**config.mk**
```make
export PLATFORM = sky130hd
export DESIGN_NAME = bcsg_regs
export DESIGN_NICKNAME = d
export VERILOG_FILES = /design/src/design/bcsg_pkg.sv /design/src/design/bcsg_regs.sv
export SDC_FILE = /design/constraint.sdc
export NUM_CORES = 1
export LEC_CHECK = 0
export BUFFER_PORTS_ARGS = -buffer_cell sky130_fd_sc_hd__buf_2
export CORE_MARGIN = 4
export CORE_UTILIZATION = 50
export DETAILED_ROUTE_END_ITERATION = 12
export PLACE_DENSITY_LB_ADDON = 0.2
export SKIP_CTS_REPAIR_TIMING = 1
export SLEW_MARGIN = 15
export SYNTH_ARGS = -nofsm -noshare
export SYNTH_HDL_FRONTEND = slang
export SYNTH_SLANG_ARGS = --single-unit
```
**constraint.sdc**
```tcl
create_clock -name clk -period 3.7 [get_ports clk]
set_input_delay 0.555 -clock clk [delete_from_list [all_inputs] [get_ports clk]]
set_output_delay 0.555 -clock clk [all_outputs]
set_load 0.005 [all_outputs]
```
**src/design/bcsg_pkg.sv**
```systemverilog
package bcsg_pkg;

    localparam int FRAC_BITS = 12;
    localparam int XW        = FRAC_BITS + 1;
    localparam int KW        = $clog2(FRAC_BITS);
    localparam int SH0       = 16 - FRAC_BITS;

    localparam logic [XW-1:0] ONE  = XW'(1 << FRAC_BITS);
    localparam logic [XW-1:0] HALF = XW'(1 << (FRAC_BITS - 1));

    localparam int TONE_LAT  = 7;
    localparam int POWER_LAT = 22;
    localparam int LAT       = TONE_LAT + POWER_LAT;

    localparam logic [1:0] REG_BRIGHTNESS = 2'd0;
    localparam logic [1:0] REG_CONTRAST   = 2'd1;
    localparam logic [1:0] REG_SATURATION = 2'd2;
    localparam logic [1:0] REG_INV_GAMMA  = 2'd3;

    localparam logic [15:0] LUMA_COEF [3] = '{16'd13933, 16'd46871, 16'd4732};

    typedef struct packed {
        logic [7:0] alpha_in;
        logic [7:0] red_in;
        logic [7:0] green_in;
        logic [7:0] blue_in;
    } pixel_in_t;

    typedef struct packed {
        logic [7:0] alpha_out;
        logic [7:0] red_out;
        logic [7:0] green_out;
        logic [7:0] blue_out;
    } pixel_out_t;

    typedef struct packed {
        logic signed [9:0] brightness;
        logic [9:0]        contrast;
        logic [9:0]        saturation;
        logic [11:0]       inv_gamma;
        logic              sat_skip;
        logic              gam_skip;
        logic              identity;
    } cfg_t;

    typedef logic [XW-1:0] scale_lut_t [256];

    function automatic scale_lut_t build_scale_lut();
        scale_lut_t t;
        for (int c = 0; c < 256; c++)
        begin
            t[c] = XW'((c * (1 << FRAC_BITS) * 2 + 255) / 510);
        end
        return t;
    endfunction

    localparam scale_lut_t SCALE_LUT = build_scale_lut();

endpackage

```
**src/design/bcsg_regs.sv**
```systemverilog
module bcsg_regs
    import bcsg_pkg::*;
(
    input  logic        clk,
    input  logic        rst_n,
    input  logic        psel,
    input  logic        penable,
    input  logic        pwrite,
    input  logic [3:0]  paddr,
    input  logic [31:0] pwdata,
    output logic [31:0] prdata,
    output logic        pready,
    output cfg_t        cfg
);

    logic [9:0]  bri_reg;
    logic [9:0]  con_reg;
    logic [9:0]  sat_reg;
    logic [11:0] gam_reg;
    logic signed [9:0] bri_s;
    logic [9:0]  con_c;
    logic [9:0]  sat_c;
    logic [11:0] gam_c;

    assign pready = 1'b1;

    always_ff @(posedge clk or negedge rst_n)
    begin
        if (!rst_n)
        begin
            bri_reg <= 10'd0;
            con_reg <= 10'd256;
            sat_reg <= 10'd256;
            gam_reg <= 12'd256;
        end
        else if (psel && penable && pwrite)
        begin
            unique case (paddr[3:2])
                REG_BRIGHTNESS: bri_reg <= pwdata[9:0];
                REG_CONTRAST:   con_reg <= pwdata[9:0];
                REG_SATURATION: sat_reg <= pwdata[9:0];
                REG_INV_GAMMA:  gam_reg <= pwdata[11:0];
                default: ;
            endcase
        end
    end

    always_comb
    begin
        unique case (paddr[3:2])
            REG_BRIGHTNESS: prdata = {22'd0, bri_reg};
            REG_CONTRAST:   prdata = {22'd0, con_reg};
            REG_SATURATION: prdata = {22'd0, sat_reg};
            REG_INV_GAMMA:  prdata = {20'd0, gam_reg};
            default:        prdata = 32'd0;
        endcase
    end

    always_comb
    begin
        bri_s = $signed(bri_reg);
        if (bri_s < -10'sd256)
            bri_s = -10'sd256;
        else if (bri_s > 10'sd256)
            bri_s = 10'sd256;
        con_c = (con_reg > 10'd512) ? 10'd512 : con_reg;
        sat_c = (sat_reg > 10'd512) ? 10'd512 : sat_reg;
        if (gam_reg < 12'd85)
            gam_c = 12'd85;
        else if (gam_reg > 12'd2560)
            gam_c = 12'd2560;
        else
            gam_c = gam_reg;
    end

    assign cfg.brightness = bri_s;
    assign cfg.contrast   = con_c;
    assign cfg.saturation = sat_c;
    assign cfg.inv_gamma  = gam_c;
    assign cfg.sat_skip   = (sat_c == 10'd256);
    assign cfg.gam_skip   = (gam_c == 12'd256);
    assign cfg.identity   = (bri_s == 10'sd0) && (con_c == 10'd256)
                            && (sat_c == 10'd256) && (gam_c == 12'd256);

endmodule

```
==> flow_summary.json <==
{
  "clkSinkCount": 42,
  "ir_drop_uv": 263,
  "via_per_inst": 5.23,
  "grt_pass1_vias": 1750,
  "setup_viol": 0,
  "rsz0062_at_grt": "no",
  "cts_buffer_depth": 2,
  "finalNetCount": 319,
  "setup.worst_path.start": "gam_reg[0]$_DFFE_PN0P_",
  "io_pins": 119,
  "synth_warnings": 0,
  "firstDrtPassIters": 4,
  "synth_edf_count": 0,
  "yosysTopAreaCellShare_pct": 38.4,
  "fin_tns_setup_ps": 0,
  "grt_max_degree": 43,
  "wl_per_cell_um": 17.4,
  "dieArea_mm2": 0.00628,
  "skew_ps": 0,
  "clk_pin_slew_ps": 80,
  "reg2reg_from": "sat_reg[9]$_DFFE_PN0P_",
  "crit_type": "reg -> out",
  "synthTopCellsByCount": "dfrtp_1, mux2_2, buf_4",
  "async_flop_share_pct": 100,
  "syn_area_mm2": 0.00254,
  "finalCritPeriodShare_pct": 63.8,
  "hold_viol": 0,
  "layout_setup_ws_ps": 1340,
  "endpoint_kind": "primary output",
  "min_period_ps": 2360,
  "grt.overflow.total": 0,
  "ys_top_cells_by_area": "dfrtp_1, mux2_2, mux4_2",
  "max_freq_mhz": 423,
  "relSlewSlack_pct": 37.7,
  "leakage_nw": 1.41,
  "grt_pass1_wl_um": 9450,
  "syn_to_final_growth_pct": 15.5,
  "die_h_um": 79.3,
  "drc": 0,
  "crit_arrival_ps": 1810,
  "slew_viol_final": 0,
  "globalplace.congestion": 0.800,
  "htree_levels": 2,
  "synth_seq_cells": 42,
  "syn_avg_cell_area_um2": 12.0,
  "place_ws_ps": 1470,
  "powerDensity_mw_per_mm2": 534,
  "synth_ff_type": "dfrtp_1",
  "largest_register_ff_count": 12,
  "run_status": "complete, no violations",
  "cp_max_fo": 5,
  "initialDrtViolationCount": 83,
  "start_util_pct": 52.7,
  "yosysTopAreaCell": "dfrtp_1",
  "ant_nets": 0,
  "grt_usage_pct": 19.7,
  "hp-class": "in -> async",
  "clk-insertion-delay-late_ps": 290,
  "dp.final_hpwl_um": 4510,
  "cp-start-kind": "register",
  "antennaDiodeCount": 0,
  "io_buffers": 75,
  "die_width_um": 79.3,
  "cp.required_ps": 3140,
  "synth_cells": 212,
  "cts_tree": "done",
  "antenna_found_initial": 0,
  "vias": 1811,
  "num_rows": 25,
  "layout-drive-gt1-share_pct": 50.9,
  "cts_buffers": 5,
  "fp.coreArea_mm2": 0.00482,
  "synth_cell_types": 41,
  "clockRootBuffer": "clkbuf_8",
  "tightestPinTransition_ps": 935,
  "drv_cap": 0,
  "drt_wl_total_um": 6010,
  "fill_cells": 417,
  "ys_seq_area_share_pct": 41.5
}
-- worst max-delay path, cell delays in order, from the launching register on --
cell	delay, ps
dfrtp_1	440
nor4_1	430
a31oi_1	260
or2_1	270
buf_2	130
-- metrics by stage --
stage	std cells	util (%)	cell area (µm²)	total power, mW	hold WS, ps
6_report	346	60.9	2930	1.57	399
5_1_grt	346	60.9	2930	1.67	483
4_1_cts	346	60.9	2930	1.58	429
3_5_place_dp	338	59.0	2840	1.28	540
3_3_place_gp	338	59.0	2840	1.27	531
2_1_floorplan	231	-	2610	1.04	259
-- worst paths after layout --
kind	to	slack, ps	cells past startpoint
max in group asynchronous	gam_reg[3]$_DFFE_PN0P_	2710	1
min	gam_reg[4]$_DFFE_PN0P_	400	1
min in group clk	gam_reg[10]$_DFFE_PN0P_	480	2
min reg2reg	bri_reg[3]$_DFFE_PN0P_	550	1
max reg2reg	sat_reg[9]$_DFFE_PN0P_	2710	1
max	cfg[12]	1340	4
-- final cells by class --
type	instances	area, µm²	share of cell area [%]
Clock buffer	7	86.3	2.94
Clock inverter	1	5.00	0.171
Inverter	6	22.5	0.768
Multi-Input combinational cell	148	1300	44.5
Sequential cell	42	1050	36.0
Tap cell	67	83.8	2.86
Timing Repair Buffer	75	375	12.8
-- power by group --
part | total (mW) | internal, mW | switching [mW] | leakage [nW]
combinational | 0.541 | 0.319 | 0.221 | 0.857
clock | 0.301 | 0.151 | 0.150 | 0.0482
sequential | 0.725 | 0.571 | 0.153 | 0.510
total | 1.57 | 1.04 | 0.525 | 1.41
-- cells in the final DEF (no fill, tap or decap), drive strengths merged, types with 2 or more instances in the layout --
master  instances
o21ai           4
clkbuf          7
or2             2
nor3            4
a211oi          3
nand2           3
nand3b          2
and3            5
and2            8
dfstp           3
mux2           42
nor3b           3
buf            75
mux4           10
dfrtp          39
nor2b          21
inv             6
conb           21
nor4            7
-- cells by family after synthesis --
group,count (synthesis),synth area share [%]
multiplexers,52,27.6
AO/OA/AOI/OAI,14,4.24
other,2,0.296
XOR/XNOR,1,0.345
flip-flops,42,41.5
AND/OR/NAND/NOR,60,16.0
buffers and inverters,41,9.91
-- layer usage --
layer / track usage [%] / vias to the layer above / wire [µm]
met5: 0 / - / 0
met4: 3.61 / 0 / 44
met3: 3.74 / 5 / 365
met2: 33.2 / 62 / 2940
met1: 26.8 / 895 / 2650
li1: - / 849 / -
(Power assumes the default switching activity.)
