### src/design/bcsg_pkg.sv
package bcsg_pkg;

    localparam int FRAC_BITS = 12;
    localparam int XW        = FRAC_BITS + 1;
    localparam int KW        = $clog2(FRAC_BITS);
    localparam int SH0       = 16 - FRAC_BITS;

    localparam logic [XW-1:0] ONE  = XW'(1 << FRAC_BITS);
    localparam logic [XW-1:0] HALF = XW'(1 << (FRAC_BITS - 1));

    localparam int TONE_LAT  = 7;
    localparam int POWER_LAT = 22;
    localparam int LAT       = TONE_LAT + POWER_LAT;

    localparam logic [1:0] REG_BRIGHTNESS = 2'd0;
    localparam logic [1:0] REG_CONTRAST   = 2'd1;
    localparam logic [1:0] REG_SATURATION = 2'd2;
    localparam logic [1:0] REG_INV_GAMMA  = 2'd3;

    localparam logic [15:0] LUMA_COEF [3] = '{16'd13933, 16'd46871, 16'd4732};

    typedef struct packed {
        logic [7:0] alpha_in;
        logic [7:0] red_in;
        logic [7:0] green_in;
        logic [7:0] blue_in;
    } pixel_in_t;

    typedef struct packed {
        logic [7:0] alpha_out;
        logic [7:0] red_out;
        logic [7:0] green_out;
        logic [7:0] blue_out;
    } pixel_out_t;

    typedef struct packed {
        logic signed [9:0] brightness;
        logic [9:0]        contrast;
        logic [9:0]        saturation;
        logic [11:0]       inv_gamma;
        logic              sat_skip;
        logic              gam_skip;
        logic              identity;
    } cfg_t;

    typedef logic [XW-1:0] scale_lut_t [256];

    function automatic scale_lut_t build_scale_lut();
        scale_lut_t t;
        for (int c = 0; c < 256; c++)
        begin
            t[c] = XW'((c * (1 << FRAC_BITS) * 2 + 255) / 510);
        end
        return t;
    endfunction

    localparam scale_lut_t SCALE_LUT = build_scale_lut();

endpackage

### src/design/bcsg_tone.sv
module bcsg_tone
    import bcsg_pkg::*;
(
    input  logic          clk,
    input  logic          en,
    input  cfg_t          cfg,
    input  logic [7:0]    chan [3],
    output logic [XW-1:0] x_out [3]
);

    logic [XW-1:0]      x1_reg [3];
    logic signed [24:0] cp2_reg [3];
    logic [XW-1:0]      c3_reg [3];
    logic [28:0]        lp4_reg [3];
    logic [XW-1:0]      c4_reg [3];
    logic [XW-1:0]      y5_reg;
    logic [XW-1:0]      c5_reg [3];
    logic signed [24:0] dp6_reg [3];
    logic [XW-1:0]      y6_reg;
    logic [XW-1:0]      c6_reg [3];
    logic [XW-1:0]      c7_reg [3];

    logic signed [23:0] bterm;
    logic [XW-1:0]      c3_next [3];
    logic [XW-1:0]      c7_next [3];
    logic [29:0]        lsum;
    logic [29:0]        y5_next;
    logic signed [24:0] v3;
    logic signed [24:0] v7;

    assign bterm = ((24'(cfg.brightness) <<< FRAC_BITS) + 24'sd256) >>> 9;

    always_comb
    begin
        for (int i = 0; i < 3; i++)
        begin
            v3 = ((cp2_reg[i] + 25'sd128) >>> 8) + 25'sd2048 + 25'(bterm);
            if (v3 < 25'sd0)
                c3_next[i] = '0;
            else if (v3 > $signed(25'(ONE)))
                c3_next[i] = ONE;
            else
                c3_next[i] = v3[XW-1:0];
        end
        lsum    = 30'(lp4_reg[0]) + 30'(lp4_reg[1]) + 30'(lp4_reg[2]);
        y5_next = lsum + 30'd32768;
        for (int i = 0; i < 3; i++)
        begin
            v7 = 25'($signed({1'b0, y6_reg})) + ((dp6_reg[i] + 25'sd128) >>> 8);
            if (cfg.sat_skip)
                c7_next[i] = c6_reg[i];
            else if (v7 < 25'sd0)
                c7_next[i] = '0;
            else if (v7 > $signed(25'(ONE)))
                c7_next[i] = ONE;
            else
                c7_next[i] = v7[XW-1:0];
        end
    end

    always_ff @(posedge clk)
    begin
        if (en)
        begin
            for (int i = 0; i < 3; i++)
            begin
                x1_reg[i]  <= SCALE_LUT[chan[i]];
                cp2_reg[i] <= 25'($signed({1'b0, x1_reg[i]}) - $signed({1'b0, HALF}))
                              * 25'($signed({1'b0, cfg.contrast}));
                c3_reg[i]  <= c3_next[i];
                lp4_reg[i] <= 29'(c3_reg[i]) * 29'(LUMA_COEF[i]);
                c4_reg[i]  <= c3_reg[i];
                c5_reg[i]  <= c4_reg[i];
                dp6_reg[i] <= 25'($signed({1'b0, c5_reg[i]}) - $signed({1'b0, y5_reg}))
                              * 25'($signed({1'b0, cfg.saturation}));
                c6_reg[i]  <= c5_reg[i];
                c7_reg[i]  <= c7_next[i];
            end
            y5_reg <= y5_next[16 +: XW];
            y6_reg <= y5_reg;
        end
    end

    assign x_out = c7_reg;

endmodule

### config.mk
export PLATFORM = sky130hd
export DESIGN_NAME = bcsg_tone
export DESIGN_NICKNAME = d
export VERILOG_FILES = /design/src/design/bcsg_pkg.sv /design/src/design/bcsg_tone.sv
export SDC_FILE = /design/constraint.sdc
export NUM_CORES = 2
export LEC_CHECK = 0
export ABC_AREA = 1
export CORE_MARGIN = 3
export CORE_UTILIZATION = 50
export DETAILED_ROUTE_END_ITERATION = 7
export DONT_BUFFER_PORTS = 1
export PLACE_DENSITY = 0.68
export SLEW_MARGIN = 20
export SYNTH_ARGS = -nofsm -noshare
export SYNTH_HDL_FRONTEND = slang
export SYNTH_SLANG_ARGS = --single-unit
### constraint.sdc
create_clock -name clk -period 6.6 [get_ports clk]
set_input_delay 0.99 -clock clk [delete_from_list [all_inputs] [get_ports clk]]
set_output_delay 0.99 -clock clk [all_outputs]
set_load 0.1 [all_outputs]
==> impl_metrics.csv <==
group,metric,value,unit
run_status,status,"finished, violations left",
run_status,failed_checks,"max-slew violations",
detailed_routing,detail-route-antenna-nets,0,
min_path,hold_path_class,"flop to flop",
cts,root_buffer,"clkbuf_16",
sta,finalCriticalPeriod,6.418,ns
die,start_util,50.67,%
sta,finalHoldViolCount,0,
sta,finalSetupTns,0,ns
grt,grt_pass1_vias,53200,
final_layout,largest_reg_flops,76,
cts,clock_sinks,444,
sta,worst_pin_slew,2.421,ns
worst_setup_path,worst_setup_path_startpoint,"y5_reg[2]",
synthesis,synthArstFlopShare,0,%
grt,gr-total-overflow,0,
worst_setup_path,worst-setup-path-type,"flop to flop",
worst_setup_path,cp-end-kind,"flop",
grt,grt_pass1_wl,276.4,mm
detailed_routing,totalWireLength,169.0,mm
detailed_routing,dr_total_vias,51627,
worst_setup_path,r2r_setup_slack,0.18,ns
final_layout,final_common_cell,"inv_1",
grt,antenna_found_initial,2,
grt,grt_max_degree,445,
detailed_routing,via_per_inst,5.189,
worst_setup_path,start_kind,"flop",
synthesis,synth_seq_area_share,19.31,%
sta,rsz0062_at_grt,"yes",
sta,finalCritPeriodShare,97.24,%
die,io-pin-count,110,
final_layout,area_growth,8.183,%
worst_setup_path,r2r_cells,27,
worst_setup_path,timing.rr.start,"y5_reg[2]",
detailed_routing,dr.pass1.iters,7,
synthesis,yosys_warnings,0,
final_layout,fillCellCount,12362,
cts,clk_latency,0.67,ns
synthesis,syn_avg_cell_area,8.608,sq um
sta,setup_viol,0,
placed_design,place_congestion,0.9399,
die,fp.dieW,377.7,microns
synthesis,synth_cell_types,59,
die,die-area,0.1426,sq mm
cts,cts_made_buffers,52,
worst_setup_path,path_buf_inv,7,
synthesis,synth_nets,9884,
final_layout,nets,9985,
worst_setup_path,reg2reg_to,"dp6_reg[0][44]",
worst_setup_path,crit_path_end,"dp6_reg[0][44]",
worst_setup_path,critPathMaxStageDelay,0.54,ns
synthesis,synth_seq_cells,444,
detailed_routing,first_iter_violations,3365,
cts,cts_tree,"built",
sta,slew_viol_final,381,
die,rows,135,
detailed_routing,wl_per_cell,16.99,microns
cts,clk_pin_slew,0.06,ns
final_layout,mostFrequentLayoutCells,"1955 x inv_1, 1467 x nand2_1, 973 x fa_1, 780 x ha_1, 594 x nor2_1",
cts,cts.htree.levels,2,
worst_setup_path,critPathSlowestCell,"fa_1",
sta,fmax,155.8,MHz
worst_setup_path,crit_family,"adder cells",
worst_setup_path,cp.arrival,6.82,ns
worst_setup_path,path_max_fanout,10,
sta,fin_skew,0.07193,ns
cts,hold_buffers,0,
worst_setup_path,cp_common_cell,"fa_1",
synthesis,synthCells,8023,
synthesis,synth-edff-count,444,
worst_setup_path,cp.required,7.00,ns
worst_setup_path,cp.depth,27,
sta,relSlewSlack,-61.43,%
placed_design,post-dp-hpwl,141.1,mm
die,coreArea,0.1363,sq mm
cts,clock_tree.buffer_depth,3,
placed_design,io_buffer_count,0,
job,maxCapViolCount,0,
grt,gr-usage-all-layers,24.28,%
detailed_routing,drc_errors,0,
synthesis,synthFlopType,"edfxtp_1",
die,die_h,377.7,microns
synthesis,syn_area,0.06906,sq mm
final_layout,drive_gt1_share,6.747,%
[cell usage after synthesis (7+ instances only)]
library cell	number	area share (%)
fa_1	982	28
nor4_1	14	0.13
buf_1	11	0.060
or2_2	50	0.45
nor2_1	602	3.3
nand3b_1	7	0.076
nand3_2	14	0.20
o31ai_1	11	0.12
o21bai_1	32	0.35
a21boi_0	13	0.14
clkbuf_1	111	0.60
nor3b_1	7	0.076
inv_1	1977	11
edfxtp_1	444	19
nor3_1	64	0.46
nand2_1	1487	8.1
a21o_1	28	0.30
xnor2_1	127	1.6
ha_1	808	15
o21ai_0	148	1.1
o21a_1	19	0.21
nand4_1	85	0.77
a21oi_1	360	2.6
xor2_1	222	2.8
o21ai_1	9	0.065
a31oi_1	32	0.29
nand2_2	11	0.10
nand3_1	248	1.8
nor2_2	12	0.11
nor2_4	9	0.15
o211ai_1	8	0.087
buf_2	10	0.072
[cell type report]
cell class                      instances  area (sq um)  share of cell area [%]
Clock buffer                           54          1309                   1.752
Antenna cell                            1         2.502                0.003349
Clock inverter                         43         478.0                  0.6397
Multi-Input combinational cell       5456         48460                   64.86
Timing Repair Buffer                  184          1448                   1.938
Tap cell                             1781          2228                   2.983
Sequential cell                       444         13330                   17.84
Inverter                             1986          7457                   9.981
[stage by stage]
stage | hold WS, ns | cell area [sq um] | setup slack, ns | std cells | utilization, %
finish | 0.4103 | 74720 | 0.1822 | 9949 | 54.81
floorplan | 0.4003 | 69060 | 0.3026 | 8023 | -
detailed placement | 0.4045 | 72080 | -0.2492 | 9839 | 52.88
global route | 0.4190 | 74710 | -0.06614 | 9948 | 54.81
CTS | 0.4126 | 73910 | 0.005629 | 9936 | 54.22
global placement | 0.4027 | 72080 | -0.1391 | 9839 | 52.88
[worst min path at each step]
stage	from	end	slack, ns	cells past startpoint
5_1_grt	c4_reg[0][11]	c5_reg[0][11]	0.42	0
4_1_cts	c4_reg[0][28]	c5_reg[0][28]	0.41	0
2_1_floorplan	c4_reg[0][10]	c5_reg[0][10]	0.40	0
6_report	c4_reg[0][32]	c5_reg[0][32]	0.41	0
3_3_place_gp	c4_reg[0][16]	c5_reg[0][16]	0.40	0
3_5_place_dp	c4_reg[0][38]	c5_reg[0][38]	0.40	0
[worst reg2reg max path, stage by stage, from the launching register on]
cell	delay (ns)
edfxtp_1	0.42
inv_2	0.16
buf_4	0.13
ha_2	0.30
a21oi_2	0.16
o21ai_1	0.10
nand2_1	0.08
nand3_2	0.10
a31o_2	0.23
xor2_1	0.18
buf_12	0.17
or2_2	0.29
fa_1	0.54
inv_1	0.05
fa_1	0.54
fa_1	0.44
fa_1	0.51
inv_1	0.06
fa_1	0.47
inv_1	0.06
ha_4	0.30
nand2_4	0.09
nor4_4	0.30
buf_4	0.16
nand2_1	0.04
nand2_1	0.08
a21oi_1	0.08
xnor2_1	0.14
[metal layers]
layer  part of all wire [%]  track usage, %  vias to the layer above
li1                       -               -                    24909
met1                     44           33.35                    25215
met2                     47           40.83                     1258
met3                    5.4           2.703                      245
met4                    3.2           6.660                        0
met5                      0               0                        -
[repair_timing]
| action | CTS | global route |
|---|---|---|
| buffers inserted | 0 | 12 |
| resized for setup | 20 | 173 |
| pin swaps | 0 | 32 |
| setup endpoints to repair | 23 | 37 |
| gates cloned | 0 | 0 |
[kinds of logic (layout without fill, tap and decap cells)]
family | after synthesis | in the layout | share of synthesized area [%]
adders and majority gates | 1790 | 1790 | 43.10
xor gates and xnor gates | 350 | 350 | 4.466
and+or+nand+nor | 2627 | 2627 | 15.90
buffers and inverters | 2123 | 2267 | 11.60
DFF | 444 | 444 | 19.31
AOI/OAI and AO/OA | 686 | 686 | 5.574
muxes | 3 | 3 | 0.04891
other | 0 | 1 | 0
Power is left out: the tool's default activity adds up to more than one toggle a clock period on the data nets, which glitch-free logic cannot reach.
